$ cat src/design/s2cd_pkg.sv
`timescale 1ns / 1ps
// ----------------------------------------------------------------------------
// s2cd_pkg: shared types and constants for the seconds-to-date converter
// Field widths, calendar constants, divisor seeds, sequencer states and the
// month length lookup.
// ----------------------------------------------------------------------------
package s2cd_pkg;

	// Last supported year; counts at or beyond its end are out of range
	localparam int MAX_YEAR = 9999;

	localparam int IN_W    = 39;
	localparam int YEAR_W  = 14;
	localparam int MONTH_W = 4;
	localparam int DAY_W   = 5;
	localparam int HOUR_W  = 5;
	localparam int MIN_W   = 6;
	localparam int SEC_W   = 6;
	localparam int WDAY_W  = 3;
	localparam int TOD_W   = 17;

	localparam int SECS_PER_DAY  = 86400;
	localparam int SECS_PER_HOUR = 3600;
	localparam int SECS_PER_MIN  = 60;
	localparam int DAYS_PER_400Y = 146097;
	localparam int DAYS_PER_100Y = 36524;
	localparam int DAYS_PER_4Y   = 1461;
	localparam int DAYS_PER_YEAR = 365;

	// Quotient widths of each restoring division
	localparam int DAY_Q_W   = 23;
	localparam int N400_MAX  = (MAX_YEAR - 1) / 400;
	localparam int N400_W    = (N400_MAX > 0) ? $clog2(N400_MAX + 1) : 1;
	localparam int N100_W    = 2;
	localparam int N4_W      = 5;
	localparam int N1_W      = 2;
	localparam int CNT_W     = $clog2(DAY_Q_W);

	// First day beyond the last supported year
	localparam int DAYS_LIMIT = DAYS_PER_YEAR * MAX_YEAR + MAX_YEAR / 4
		- MAX_YEAR / 100 + MAX_YEAR / 400;

	// Divisors pre-shifted to the top quotient bit of their division, and the unshifted range limit
	localparam logic [IN_W-1:0] DVS_DAY   = IN_W'(SECS_PER_DAY) << (DAY_Q_W - 1);
	localparam logic [IN_W-1:0] DVS_LIMIT = IN_W'(DAYS_LIMIT);
	localparam logic [IN_W-1:0] DVS_400   = IN_W'(DAYS_PER_400Y) << (N400_W - 1);
	localparam logic [IN_W-1:0] DVS_100   = IN_W'(DAYS_PER_100Y) << (N100_W - 1);
	localparam logic [IN_W-1:0] DVS_4     = IN_W'(DAYS_PER_4Y) << (N4_W - 1);
	localparam logic [IN_W-1:0] DVS_1     = IN_W'(DAYS_PER_YEAR) << (N1_W - 1);
	localparam logic [IN_W-1:0] DVS_HOUR  = IN_W'(SECS_PER_HOUR) << (HOUR_W - 1);
	localparam logic [IN_W-1:0] DVS_MIN   = IN_W'(SECS_PER_MIN) << (MIN_W - 1);

	localparam logic [CNT_W-1:0] CNT_DAY  = CNT_W'(DAY_Q_W - 1);
	localparam logic [CNT_W-1:0] CNT_400  = CNT_W'(N400_W - 1);
	localparam logic [CNT_W-1:0] CNT_100  = CNT_W'(N100_W - 1);
	localparam logic [CNT_W-1:0] CNT_4    = CNT_W'(N4_W - 1);
	localparam logic [CNT_W-1:0] CNT_1    = CNT_W'(N1_W - 1);
	localparam logic [CNT_W-1:0] CNT_HOUR = CNT_W'(HOUR_W - 1);
	localparam logic [CNT_W-1:0] CNT_MIN  = CNT_W'(MIN_W - 1);

	// Last slot of a 400-year cycle, of a century and of a four-year group
	localparam logic [N100_W-1:0] N100_LAST = N100_W'(3);
	localparam logic [N4_W-1:0]   N4_LAST   = N4_W'(24);
	localparam logic [N1_W-1:0]   N1_LAST   = N1_W'(3);

	localparam logic [WDAY_W:0]   DAYS_PER_WEEK = (WDAY_W + 1)'(7);
	// Day zero is a Monday
	localparam logic [WDAY_W-1:0] WD_INIT = WDAY_W'(1);
	// 2^k mod 7 for the top bit of the day quotient
	localparam logic [WDAY_W-1:0] M7_INIT = WDAY_W'(1 << ((DAY_Q_W - 1) % 3));

	localparam logic [MONTH_W-1:0] MONTH_JAN = MONTH_W'(0);
	localparam logic [MONTH_W-1:0] MONTH_FEB = MONTH_W'(1);
	localparam logic [MONTH_W-1:0] MONTH_APR = MONTH_W'(3);
	localparam logic [MONTH_W-1:0] MONTH_JUN = MONTH_W'(5);
	localparam logic [MONTH_W-1:0] MONTH_SEP = MONTH_W'(8);
	localparam logic [MONTH_W-1:0] MONTH_NOV = MONTH_W'(10);
	localparam logic [MONTH_W-1:0] MONTH_DEC = MONTH_W'(11);

	localparam int YEARS_400 = 400;
	localparam int YEARS_100 = 100;

	typedef enum logic [3:0] {
		ST_IDLE,
		ST_DAYDIV,
		ST_RANGE,
		ST_Y400,
		ST_Y100,
		ST_Y4,
		ST_Y1,
		ST_MONTH,
		ST_HOUR,
		ST_MIN,
		ST_DONE
	} state_t;

	typedef struct packed {
		logic [YEAR_W-1:0]  year;
		logic [MONTH_W-1:0] month;
		logic [DAY_W-1:0]   day;
		logic [HOUR_W-1:0]  hour;
		logic [MIN_W-1:0]   minute;
		logic [SEC_W-1:0]   second;
		logic [WDAY_W-1:0]  wday;
		logic               oor;
	} res_t;

	// Length of month m (0 = January)
	function automatic logic [DAY_W-1:0] month_len(input logic [MONTH_W-1:0] m,
			input logic leap);
		logic [DAY_W-1:0] len;
		len = DAY_W'(31);
		case (m) inside
			MONTH_FEB: len = leap ? DAY_W'(29) : DAY_W'(28);
			MONTH_APR, MONTH_JUN, MONTH_SEP, MONTH_NOV: len = DAY_W'(30);
			default: len = DAY_W'(31);
		endcase
		return len;
	endfunction

endpackage

$ cat src/design/s2cd_subu.sv
`timescale 1ns / 1ps
// ----------------------------------------------------------------------------
// s2cd_subu: shared compare-subtract unit
// Full-width subtract whose borrow gives the compare; every division step,
// the range check and the month walk go through it.
// ----------------------------------------------------------------------------
module s2cd_subu import s2cd_pkg::*; (
	input  logic [IN_W-1:0] a,
	input  logic [IN_W-1:0] b,
	output logic            ge,
	output logic [IN_W-1:0] diff
);

	logic borrow;

	assign {borrow, diff} = {1'b0, a} - {1'b0, b};
	assign ge = ~borrow;

endmodule

$ cat src/design/s2cd_core.sv
`timescale 1ns / 1ps
// ----------------------------------------------------------------------------
// s2cd_core: sequencer and datapath of the seconds-to-date converter
// Runs restoring divisions (days, 400/100/4/1-year groups, hours, minutes),
// the range check and the month walk, all on one compare-subtract unit.
// ----------------------------------------------------------------------------
module s2cd_core import s2cd_pkg::*; (
	input  logic            clk,
	input  logic            arst_n,
	input  logic            req_valid,
	output logic            req_ready,
	input  logic [IN_W-1:0] req_secs,
	output logic            res_valid,
	input  logic            res_ready,
	output res_t            res
);

	state_t state_q, state_d;

	logic [IN_W-1:0]    work_q, dvs_q, diff, work_nxt;
	logic               ge;
	logic [DAY_Q_W-1:0] quot_q, quot_nxt;
	logic [CNT_W-1:0]   cnt_q;
	logic               last_step;
	logic [TOD_W-1:0]   tod_q;
	logic [WDAY_W-1:0]  wd_q, m7_q, wd_nxt;
	logic [WDAY_W:0]    wd_sum;
	logic [N400_W-1:0]  n400_q;
	logic [N100_W-1:0]  n100_q;
	logic [N4_W-1:0]    n4_q;
	logic [N1_W-1:0]    n1_q;
	logic               leap_q, leap_nxt;
	logic [MONTH_W-1:0] month_q, month_inc;
	logic               month_go;
	logic [DAY_W-1:0]   day_q;
	logic [HOUR_W-1:0]  hour_q;
	logic [MIN_W-1:0]   minute_q;
	logic [SEC_W-1:0]   second_q;
	logic               oor_q;
	logic [YEAR_W+1:0]  year_sum;

	s2cd_subu u_subu (
		.a    (work_q),
		.b    (dvs_q),
		.ge   (ge),
		.diff (diff)
	);

	assign work_nxt  = ge ? diff : work_q;
	assign quot_nxt  = {quot_q[DAY_Q_W-2:0], ge};
	assign last_step = (cnt_q == '0);
	assign month_inc = MONTH_W'(month_q + 1'b1);
	assign month_go  = ge && (month_q != MONTH_DEC);

	// Each set quotient bit of the day count adds 2^k mod 7
	assign wd_sum = {1'b0, wd_q} + {1'b0, m7_q};
	assign wd_nxt = (wd_sum >= DAYS_PER_WEEK) ? WDAY_W'(wd_sum - DAYS_PER_WEEK)
		: wd_sum[WDAY_W-1:0];

	// Leap: last year of a four-year group, unless a non-400 century end
	assign leap_nxt = (quot_nxt[N1_W-1:0] == N1_LAST)
		&& ((n4_q != N4_LAST) || (n100_q == N100_LAST));

	always_ff @(posedge clk or negedge arst_n) begin
		if (!arst_n) begin
			state_q <= ST_IDLE;
		end else begin
			state_q <= state_d;
		end
	end

	always_comb begin
		state_d   = state_q;
		req_ready = 1'b0;
		res_valid = 1'b0;
		case (state_q)
			ST_IDLE: begin
				req_ready = 1'b1;
				if (req_valid) state_d = ST_DAYDIV;
			end
			ST_DAYDIV: if (last_step) state_d = ST_RANGE;
			ST_RANGE:  state_d = ge ? ST_DONE : ST_Y400;
			ST_Y400:   if (last_step) state_d = ST_Y100;
			ST_Y100:   if (last_step) state_d = ST_Y4;
			ST_Y4:     if (last_step) state_d = ST_Y1;
			ST_Y1:     if (last_step) state_d = ST_MONTH;
			ST_MONTH:  if (!month_go) state_d = ST_HOUR;
			ST_HOUR:   if (last_step) state_d = ST_MIN;
			ST_MIN:    if (last_step) state_d = ST_DONE;
			ST_DONE: begin
				res_valid = 1'b1;
				if (res_ready) state_d = ST_IDLE;
			end
			default: state_d = ST_IDLE;
		endcase
	end

	always_ff @(posedge clk) begin
		case (state_q)
			ST_IDLE: begin
				if (req_valid) begin
					work_q <= req_secs;
					dvs_q  <= DVS_DAY;
					cnt_q  <= CNT_DAY;
					quot_q <= '0;
					wd_q   <= WD_INIT;
					m7_q   <= M7_INIT;
					oor_q  <= 1'b0;
				end
			end
			ST_DAYDIV: begin
				quot_q <= quot_nxt;
				cnt_q  <= cnt_q - 1'b1;
				m7_q   <= {m7_q[0], m7_q[WDAY_W-1:1]};
				if (ge) wd_q <= wd_nxt;
				if (last_step) begin
					// Remainder is the time of day; hold it for the end
					tod_q  <= work_nxt[TOD_W-1:0];
					work_q <= IN_W'(quot_nxt);
					dvs_q  <= DVS_LIMIT;
				end else begin
					work_q <= work_nxt;
					dvs_q  <= dvs_q >> 1;
				end
			end
			ST_RANGE: begin
				if (ge) begin
					oor_q <= 1'b1;
				end else begin
					dvs_q <= DVS_400;
					cnt_q <= CNT_400;
				end
			end
			ST_Y400, ST_Y100, ST_Y4, ST_Y1, ST_HOUR, ST_MIN: begin
				work_q <= work_nxt;
				quot_q <= quot_nxt;
				if (!last_step) begin
					dvs_q <= dvs_q >> 1;
					cnt_q <= cnt_q - 1'b1;
				end else begin
					case (state_q)
						ST_Y400: begin
							n400_q <= quot_nxt[N400_W-1:0];
							dvs_q  <= DVS_100;
							cnt_q  <= CNT_100;
						end
						ST_Y100: begin
							// Two quotient bits cap the century at 3
							n100_q <= quot_nxt[N100_W-1:0];
							dvs_q  <= DVS_4;
							cnt_q  <= CNT_4;
						end
						ST_Y4: begin
							n4_q  <= quot_nxt[N4_W-1:0];
							dvs_q <= DVS_1;
							cnt_q <= CNT_1;
						end
						ST_Y1: begin
							n1_q    <= quot_nxt[N1_W-1:0];
							leap_q  <= leap_nxt;
							month_q <= MONTH_JAN;
							dvs_q   <= IN_W'(month_len(MONTH_JAN, leap_nxt));
						end
						ST_HOUR: begin
							hour_q <= quot_nxt[HOUR_W-1:0];
							dvs_q  <= DVS_MIN;
							cnt_q  <= CNT_MIN;
						end
						ST_MIN: begin
							minute_q <= quot_nxt[MIN_W-1:0];
							second_q <= work_nxt[SEC_W-1:0];
						end
						default: ;
					endcase
				end
			end
			ST_MONTH: begin
				if (month_go) begin
					work_q  <= diff;
					month_q <= month_inc;
					dvs_q   <= IN_W'(month_len(month_inc, leap_q));
				end else begin
					day_q  <= DAY_W'(work_q[DAY_W-1:0] + 1'b1);
					work_q <= IN_W'(tod_q);
					dvs_q  <= DVS_HOUR;
					cnt_q  <= CNT_HOUR;
				end
			end
			default: ;
		endcase
	end

	assign year_sum = (YEAR_W + 2)'(n400_q) * (YEAR_W + 2)'(YEARS_400)
		+ (YEAR_W + 2)'(n100_q) * (YEAR_W + 2)'(YEARS_100)
		+ (YEAR_W + 2)'({n4_q, 2'b00})
		+ (YEAR_W + 2)'(n1_q)
		+ (YEAR_W + 2)'(1);

	always_comb begin
		res     = '0;
		res.oor = oor_q;
		if (!oor_q) begin
			res.year   = year_sum[YEAR_W-1:0];
			res.month  = month_inc;
			res.day    = day_q;
			res.hour   = hour_q;
			res.minute = minute_q;
			res.second = second_q;
			res.wday   = wd_q;
		end
	end

	a_start_divides: assert property (@(posedge clk) disable iff (!arst_n)
		(req_valid && req_ready) |=> (state_q == ST_DAYDIV))
		else $error("accepted transaction did not start the day division");

	a_wday_bounded: assert property (@(posedge clk) disable iff (!arst_n)
		(state_q != ST_IDLE) |-> (wd_q < WDAY_W'(7)))
		else $error("weekday accumulator left 0..6");

	a_time_bounded: assert property (@(posedge clk) disable iff (!arst_n)
		(res_valid && !oor_q) |-> ((hour_q < HOUR_W'(24)) && (minute_q < MIN_W'(60))
		&& (second_q < SEC_W'(60))))
		else $error("time of day out of range at result");

	a_date_bounded: assert property (@(posedge clk) disable iff (!arst_n)
		(res_valid && !oor_q) |-> ((day_q != '0) && (month_q <= MONTH_DEC)
		&& (day_q <= month_len(month_q, leap_q))))
		else $error("day of month out of range at result");

endmodule

$ cat src/design/seconds_to_calendar_date_top.sv
`timescale 1ns / 1ps
// ----------------------------------------------------------------------------
// seconds_to_calendar_date_top: seconds count to Gregorian date and time
// Converts seconds since 0001-01-01 00:00:00 to year, month, day, time of
// day and weekday, with an out-of-range flag past the last supported year.
// ----------------------------------------------------------------------------
// One transaction at a time: a count is taken when the converter is idle,
// and all of its steps run on the single compare-subtract unit, which does
// one quotient bit a cycle: the day count, a range check (an out-of-range
// count goes straight to the result), the 400/100/4/1-year groups, the
// month walk, then hours and minutes. The result then sits in an output
// register, so the next count is taken in the cycle after the previous
// result has moved there, even while out_ready is low.
module seconds_to_calendar_date_top import s2cd_pkg::*; (
	input  logic               clk,
	input  logic               arst_n,
	input  logic               in_valid,
	output logic               in_ready,
	input  logic [IN_W-1:0]    total_seconds,
	output logic               out_valid,
	input  logic               out_ready,
	output logic [YEAR_W-1:0]  cal_year,
	output logic [MONTH_W-1:0] cal_month,
	output logic [DAY_W-1:0]   cal_day,
	output logic [HOUR_W-1:0]  clock_hour,
	output logic [MIN_W-1:0]   clock_minute,
	output logic [SEC_W-1:0]   clock_second,
	output logic [WDAY_W-1:0]  week_day,
	output logic               out_of_range
);

	logic res_valid, res_ready;
	res_t res, out_q;
	logic out_valid_q;

	s2cd_core u_core (
		.clk       (clk),
		.arst_n    (arst_n),
		.req_valid (in_valid),
		.req_ready (in_ready),
		.req_secs  (total_seconds),
		.res_valid (res_valid),
		.res_ready (res_ready),
		.res       (res)
	);

	// Take a new result when the output register is empty or draining
	assign res_ready = !out_valid_q || out_ready;

	always_ff @(posedge clk or negedge arst_n) begin
		if (!arst_n) begin
			out_valid_q <= 1'b0;
		end else if (res_ready) begin
			out_valid_q <= res_valid;
		end
	end

	always_ff @(posedge clk) begin
		if (res_valid && res_ready) out_q <= res;
	end

	assign out_valid    = out_valid_q;
	assign cal_year     = out_q.year;
	assign cal_month    = out_q.month;
	assign cal_day      = out_q.day;
	assign clock_hour   = out_q.hour;
	assign clock_minute = out_q.minute;
	assign clock_second = out_q.second;
	assign week_day     = out_q.wday;
	assign out_of_range = out_q.oor;

endmodule

$ cat config.mk
export PLATFORM = sky130hd
export DESIGN_NAME = seconds_to_calendar_date_top
export DESIGN_NICKNAME = d
export VERILOG_FILES = /design/src/design/s2cd_pkg.sv /design/src/design/s2cd_subu.sv /design/src/design/s2cd_core.sv /design/src/design/seconds_to_calendar_date_top.sv
export SDC_FILE = /design/constraint.sdc
export NUM_CORES = 1
export LEC_CHECK = 0
export BUFFER_PORTS_ARGS = -buffer_cell sky130_fd_sc_hd__buf_2
export CORE_MARGIN = 5
export CORE_UTILIZATION = 55
export CTS_CLUSTER_DIAMETER = 100
export DETAILED_ROUTE_END_ITERATION = 10
export PLACE_DENSITY = 0.76
export REMOVE_ABC_BUFFERS = 1
export SYNTH_ARGS = -nofsm -noshare
export SYNTH_HDL_FRONTEND = slang
export SYNTH_HIERARCHICAL = 1
export SYNTH_SLANG_ARGS = --single-unit
export TNS_END_PERCENT = 50
$ cat constraint.sdc
create_clock -name clk -period 3.7 [get_ports clk]
set_clock_uncertainty 0.15 [all_clocks]
set_input_delay 0.185 -clock clk [delete_from_list [all_inputs] [get_ports clk]]
set_output_delay 0.185 -clock clk [all_outputs]
set_load 0.02 [all_outputs]
After elaboration in Yosys (flattened, before gate mapping)
Index checks and enable logic that the tools add are counted.

Add/subtract/negate cells: 10. $mul: 2. Magnitude comparators: 1. Equal/unequal tests: 37. Multiplexer cells: 50. Bitwise operators: 2. Reductions and logical operators: 35.

Operators with widths (number): $pmux 39 s5 (2); $mux 39 (7); $pmux 39 s4 (1); $mux 4 (14); $pmux 22 s2 (1); $pmux 4 s11 (1); $sub 39x39->40 (1); $mux 38 (1); $mux 5 (5); $pmux 5 s5 (1); $reduce_and 3->1 (8); $mux 22 (1); $eq 4x3->1 const B (5); $eq 4x4->1 const B (5); $ne 2x1->1 const B (10); $mux 16 (1); $pmux 5 s3 (1); $add 14x1->14 const B (1); $add 14x2->14 (1); $add 14x7->14 (1); $add 14x9->14 (1); $eq 4x2->1 const B (3); $mux 3 (4); $ne 2x2->1 const B (6); other kinds (34) (55).

Flip-flop bits (word level): 219. Bits of input ports: 43. Output and inout bits: 46. Logic and storage cells: 165.

Longest topological paths before layout
Depth after elaboration: 7. Gate-level depth with buffers: 14. Depth with buffers taken out: 14.

By module
The synthesis kept the hierarchy.

By module, submodules not included: s2cd_core (times used 1, cells an instance 793, area each 9339.0 um2, sequential area each 5205.0 um2); s2cd_subu (times used 1, cells an instance 367, area each 2381.0 um2, sequential area each 0.0 um2); seconds_to_calendar_date_top (times used 1, cells an instance 48, area each 1375.1 um2, sequential area each 1346.3 um2).

Least setup slack after synthesis
OpenSTA, ideal clock, no wires.

Path kind: register to register. Start point: register u_core.work_q[20]. End point: register u_core.dvs_q[0], enable pin. Setup time: 0.399 ns. Data arrival time: 3.529 ns. Required time: 3.151 ns. Path slack: -0.378 ns. Stages on the path, launching flop included: 13. Path buffers: 1. Clock period less this slack: 4.078 ns. Cells stage by stage: edfxtp_1 ha_1 buf_2 a21o_1 a2111oi_0 o21ai_0 a211o_1 o221ai_2 o31ai_1 inv_1 nor3_1 o21ai_0 and4_1.

Cells in the longest elaborated chain, start to end: 3.

Ends and longest elaborated chain: start: declaration (line s2cd_core.sv:20) `logic [IN_W-1:0] work_q, dvs_q, diff, work_nxt;`; start signal: assignment (line s2cd_core.sv:102) `work_q <= req_secs;`; start signal: assignment (line s2cd_core.sv:119) `work_q <= IN_W'(quot_nxt);`; start signal: assignment (line s2cd_core.sv:122) `work_q <= work_nxt;`; $sub 39x39->40 (line s2cd_subu.sv:16) `assign {borrow, diff} = {1'b0, a} - {1'b0, b};`; $ne 2x2->1 (no source line); $reduce_and 4->1 (no source line); end signal: assignment (line s2cd_core.sv:123) `dvs_q <= dvs_q >> 1;`; end signal: assignment (line s2cd_core.sv:138) `dvs_q <= dvs_q >> 1;`; end signal: assignment (line s2cd_core.sv:162) `dvs_q <= IN_W'(month_len(MONTH_JAN, leap_nxt));`; end: declaration (line s2cd_core.sv:20).

No other way between the ends. A chain may end at the register's enable or synchronous reset.

Worst setup path after layout
Start point: register u_core.dvs_q[1]. End point: register u_core.work_q[21] (data pin).

Cells in the longest elaborated chain, start to end: 5. Elaborated cells between the ends (all ways): 7. Classes of those cells: add/sub (1); mux (4); bitwise (1); reduce/logical (1).

Ends and longest elaborated chain: $sub 39x39->40 (line s2cd_subu.sv:16); $not 1->1 (line s2cd_subu.sv:17) `assign ge = ~borrow;`; net u_core.ge (line s2cd_core.sv:21) `logic ge;`; $logic_and 1x1->1 (line s2cd_core.sv:53) `assign month_go = ge && (month_q != MONTH_DEC);`; $mux 39 (line s2cd_core.sv:178) `if (month_go) begin`; $pmux 39 s4 (line s2cd_core.sv:99) `case (state_q)`; end signal: assignment (line s2cd_core.sv:102); end signal: assignment (line s2cd_core.sv:179) `work_q <= diff;`; end signal: assignment (line s2cd_core.sv:184) `work_q <= IN_W'(tod_q);`.

The timed path passes the listed nets, and every way through them passes these cells.

==> flow_metrics.tcl <==
set metrics [dict create \
    cp-start-kind "flop" \
    die_w_um 164 \
    vias_per_cell 5.95 \
    placed_cell_area_sq_um 14100 \
    synth_most_common_cell "edfxtp_1" \
    synthFlopType "edfxtp_1" \
    wl_per_cell_um 18.8 \
    grt_max_degree 45 \
    port_buffers 88 \
    nFillCells 1768 \
    syn_area_per_cell_sq_um 10.8 \
    insertion_delay_ps 540 \
    netlist_top_cells_count "edfxtp_1 (214), inv_1 (95), ha_1 (84), nand2_1 (84), nor2_1 (76)" \
    syn-cell-area_sq_um 13100 \
    setup_viol 0 \
    worstReg2RegStart "u_core/dvs_q[1]$_DFFE_PP_" \
    clk_pin_slew_worst_paths_ps 60 \
    cap_violations 0 \
    overflow 0 \
    post-route-period-util_pct 98.3 \
    critPathMaxFanout 11 \
    relSlewSlack_pct 33.5 \
    die_h_um 164 \
    area_growth_pct 17.6 \
    ys_seq_elements 219 \
    cp.arrival_ps 3770 \
    routed_wirelength_um 31900 \
    htree_num_levels 1 \
    synth-edff-count 214 \
    numCtsBuffers 25 \
    clockRootBuffer "clkbuf_16" \
    tightest_slew_ps 990 \
    fin_ws_ps 62.2 \
    holdWs_ps 46.7 \
    synth_area_leaders "edfxtp_1 (49%), ha_1 (8.0%), and2_1 (2.7%)" \
    holdCritStartpoint "in_valid" \
    critPathRequiredTime_ps 3840 \
    numClockSinks 219 \
    row_count 56 \
    path_class "reg2reg" \
    yosys.area.top_type_share_pct 49.1 \
    antenna_found_initial 0 \
    grt_pass1_vias 9737 \
    async_flop_share_pct 2.28 \
    final_nets 1487 \
    crit_path_end_kind "flop" \
    clockBufferDepth 3 \
    synthCells 1208 \
    first_pass_iters 6 \
    drive_gt1_share_pct 15.4 \
    fin_crit_ps 3640 \
    dp.cells 1600 \
    ios 89 \
    drt_iter0_drc 890 \
    die_area_sq_um 27000 \
    stdcell_count 1693 \
    vias 10069 \
    ant_nets 0 \
    place_hpwl_um 21900 \
    rsz0062_at_grt "true" \
    synth_area_leader_cell "edfxtp_1" \
    gp_congestion 0.934 \
    status "complete, no violations" \
    drc_errors 0 \
    track_usage_pct 23.2 \
    final_area_sq_um 15400 \
    synth.distinct_cells 78 \
    yosys_warnings 6 \
    crit_start "u_core/dvs_q[1]$_DFFE_PP_" \
    core_sq_um 23500 \
    finalHoldViolCount 0 \
    fmax_mhz 275 \
    n_antenna_cell 0 \
    synth_seq_area_share_pct 50.0 \
    dpl_worst_slack_ps -117 \
    cts_tree "yes" \
    finalMaxSlewViolations 0 \
    initial_utilization_pct 55.8 \
    grt_pass1_wl_um 50000 \
    holdCritPathClass "in2reg" \
]
==> final cells by class <==
| type | instances | area, sq um | area share [%] |
|---|---|---|---|
| flip-flops and latches | 219 | 6550 | 42.5 |
| multi-input cells | 837 | 6030 | 39.1 |
| repair buffers | 177 | 1270 | 8.24 |
| clock buffers | 27 | 633 | 4.11 |
| well taps | 319 | 399 | 2.59 |
| inverters | 95 | 359 | 2.33 |
| clock inverters | 19 | 163 | 1.06 |
==> cell usage in the layout (no fill, tap or decap), drive strengths merged, types with 28 or more instances in the layout <==
cell type / instances
edfxtp: 214
buf: 134
inv: 99
nand2: 84
ha: 84
nor2: 77
a21oi: 70
o21ai: 62
and2: 58
dlygate4sd3: 42
nor2b: 37
mux2i: 35
xnor2: 28
clkbuf: 28
==> through the flow <==
stage	util [%]	setup TNS (ps)
2_1_floorplan	-	-321600
3_3_place_gp	59.9	-42.8
3_5_place_dp	59.9	-2210
4_1_cts	65.1	-3.69
5_1_grt	65.6	-5.58
6_report	65.6	0
==> final timing paths <==
kind                                                  to  slack, ps  cells after the start
max                          u_core/work_q[21]$_DFFE_PP_         60                     14
max in group asynchronous  u_core/state_q[3]$_DFFE_PN0P_       2780                      3
min reg2reg                 u_core/minute_q[5]$_DFFE_PP_        360                      0
max reg2reg                  u_core/work_q[21]$_DFFE_PP_         60                     14
min in group asynchronous          out_valid$_DFFE_PN0P_        420                      3
min                               u_core/oor_q$_DFFE_PP_         50                      3
==> routing by layer <==
layer / vias to the layer above / wire (um) / GRT usage, %
met5: - / 0 / 0
met1: 4821 / 13000 / 30.0
met3: 62 / 2350 / 3.61
met4: 0 / 953 / 7.51
li1: 4778 / - / -
met2: 408 / 15600 / 40.0
==> kinds of logic after synthesis <==
logic type      share of synthesized area, %
simple gates                            13.6
fa+ha+maj                               8.87
compound gates                          16.3
xor+xnor                                3.68
mux                                     2.76
buf+inv                                 4.83
flops                                   50.0
==> critical path: stages (launching register included) <==
cell and delay, ps:
edfxtp_1 430, inv_2 110, ha_1 240, nor2b_1 160
o2111a_1 260, o2111a_1 260, o211ai_1 330, nor2_2 100
o221ai_4 210, o31ai_4 110, buf_4 180, o211ai_1 150
buf_4 210, o21ai_4 140, a221o_1 350
==> state kept, by name (all words and copies together), names as in the netlist, 5 cells and up <==
name             count
u_core/n400_q        5
u_core/n4_q          5
u_core/tod_q        17
clock_hour           5
u_core/work_q       39
u_core/day_q         5
cal_day              5
u_core/hour_q        5
cal_year            14
u_core/minute_q      6
clock_minute         6
u_core/cnt_q         5
u_core/quot_q       22
u_core/second_q      6
u_core/dvs_q        39
clock_second         6
==> what timing repair did <==
action	4_1_cts	5_1_grt
gates cloned	0	2
endpoints found under the setup margin	22	99
hold buffers	42	0
resized for setup	3	16
endpoints found under the hold margin	45	0
pin swaps	1	3
buffers inserted	0	3
Power is not shown: default switching activity piles up to over one toggle a cycle in this logic, so the estimate is an artifact.
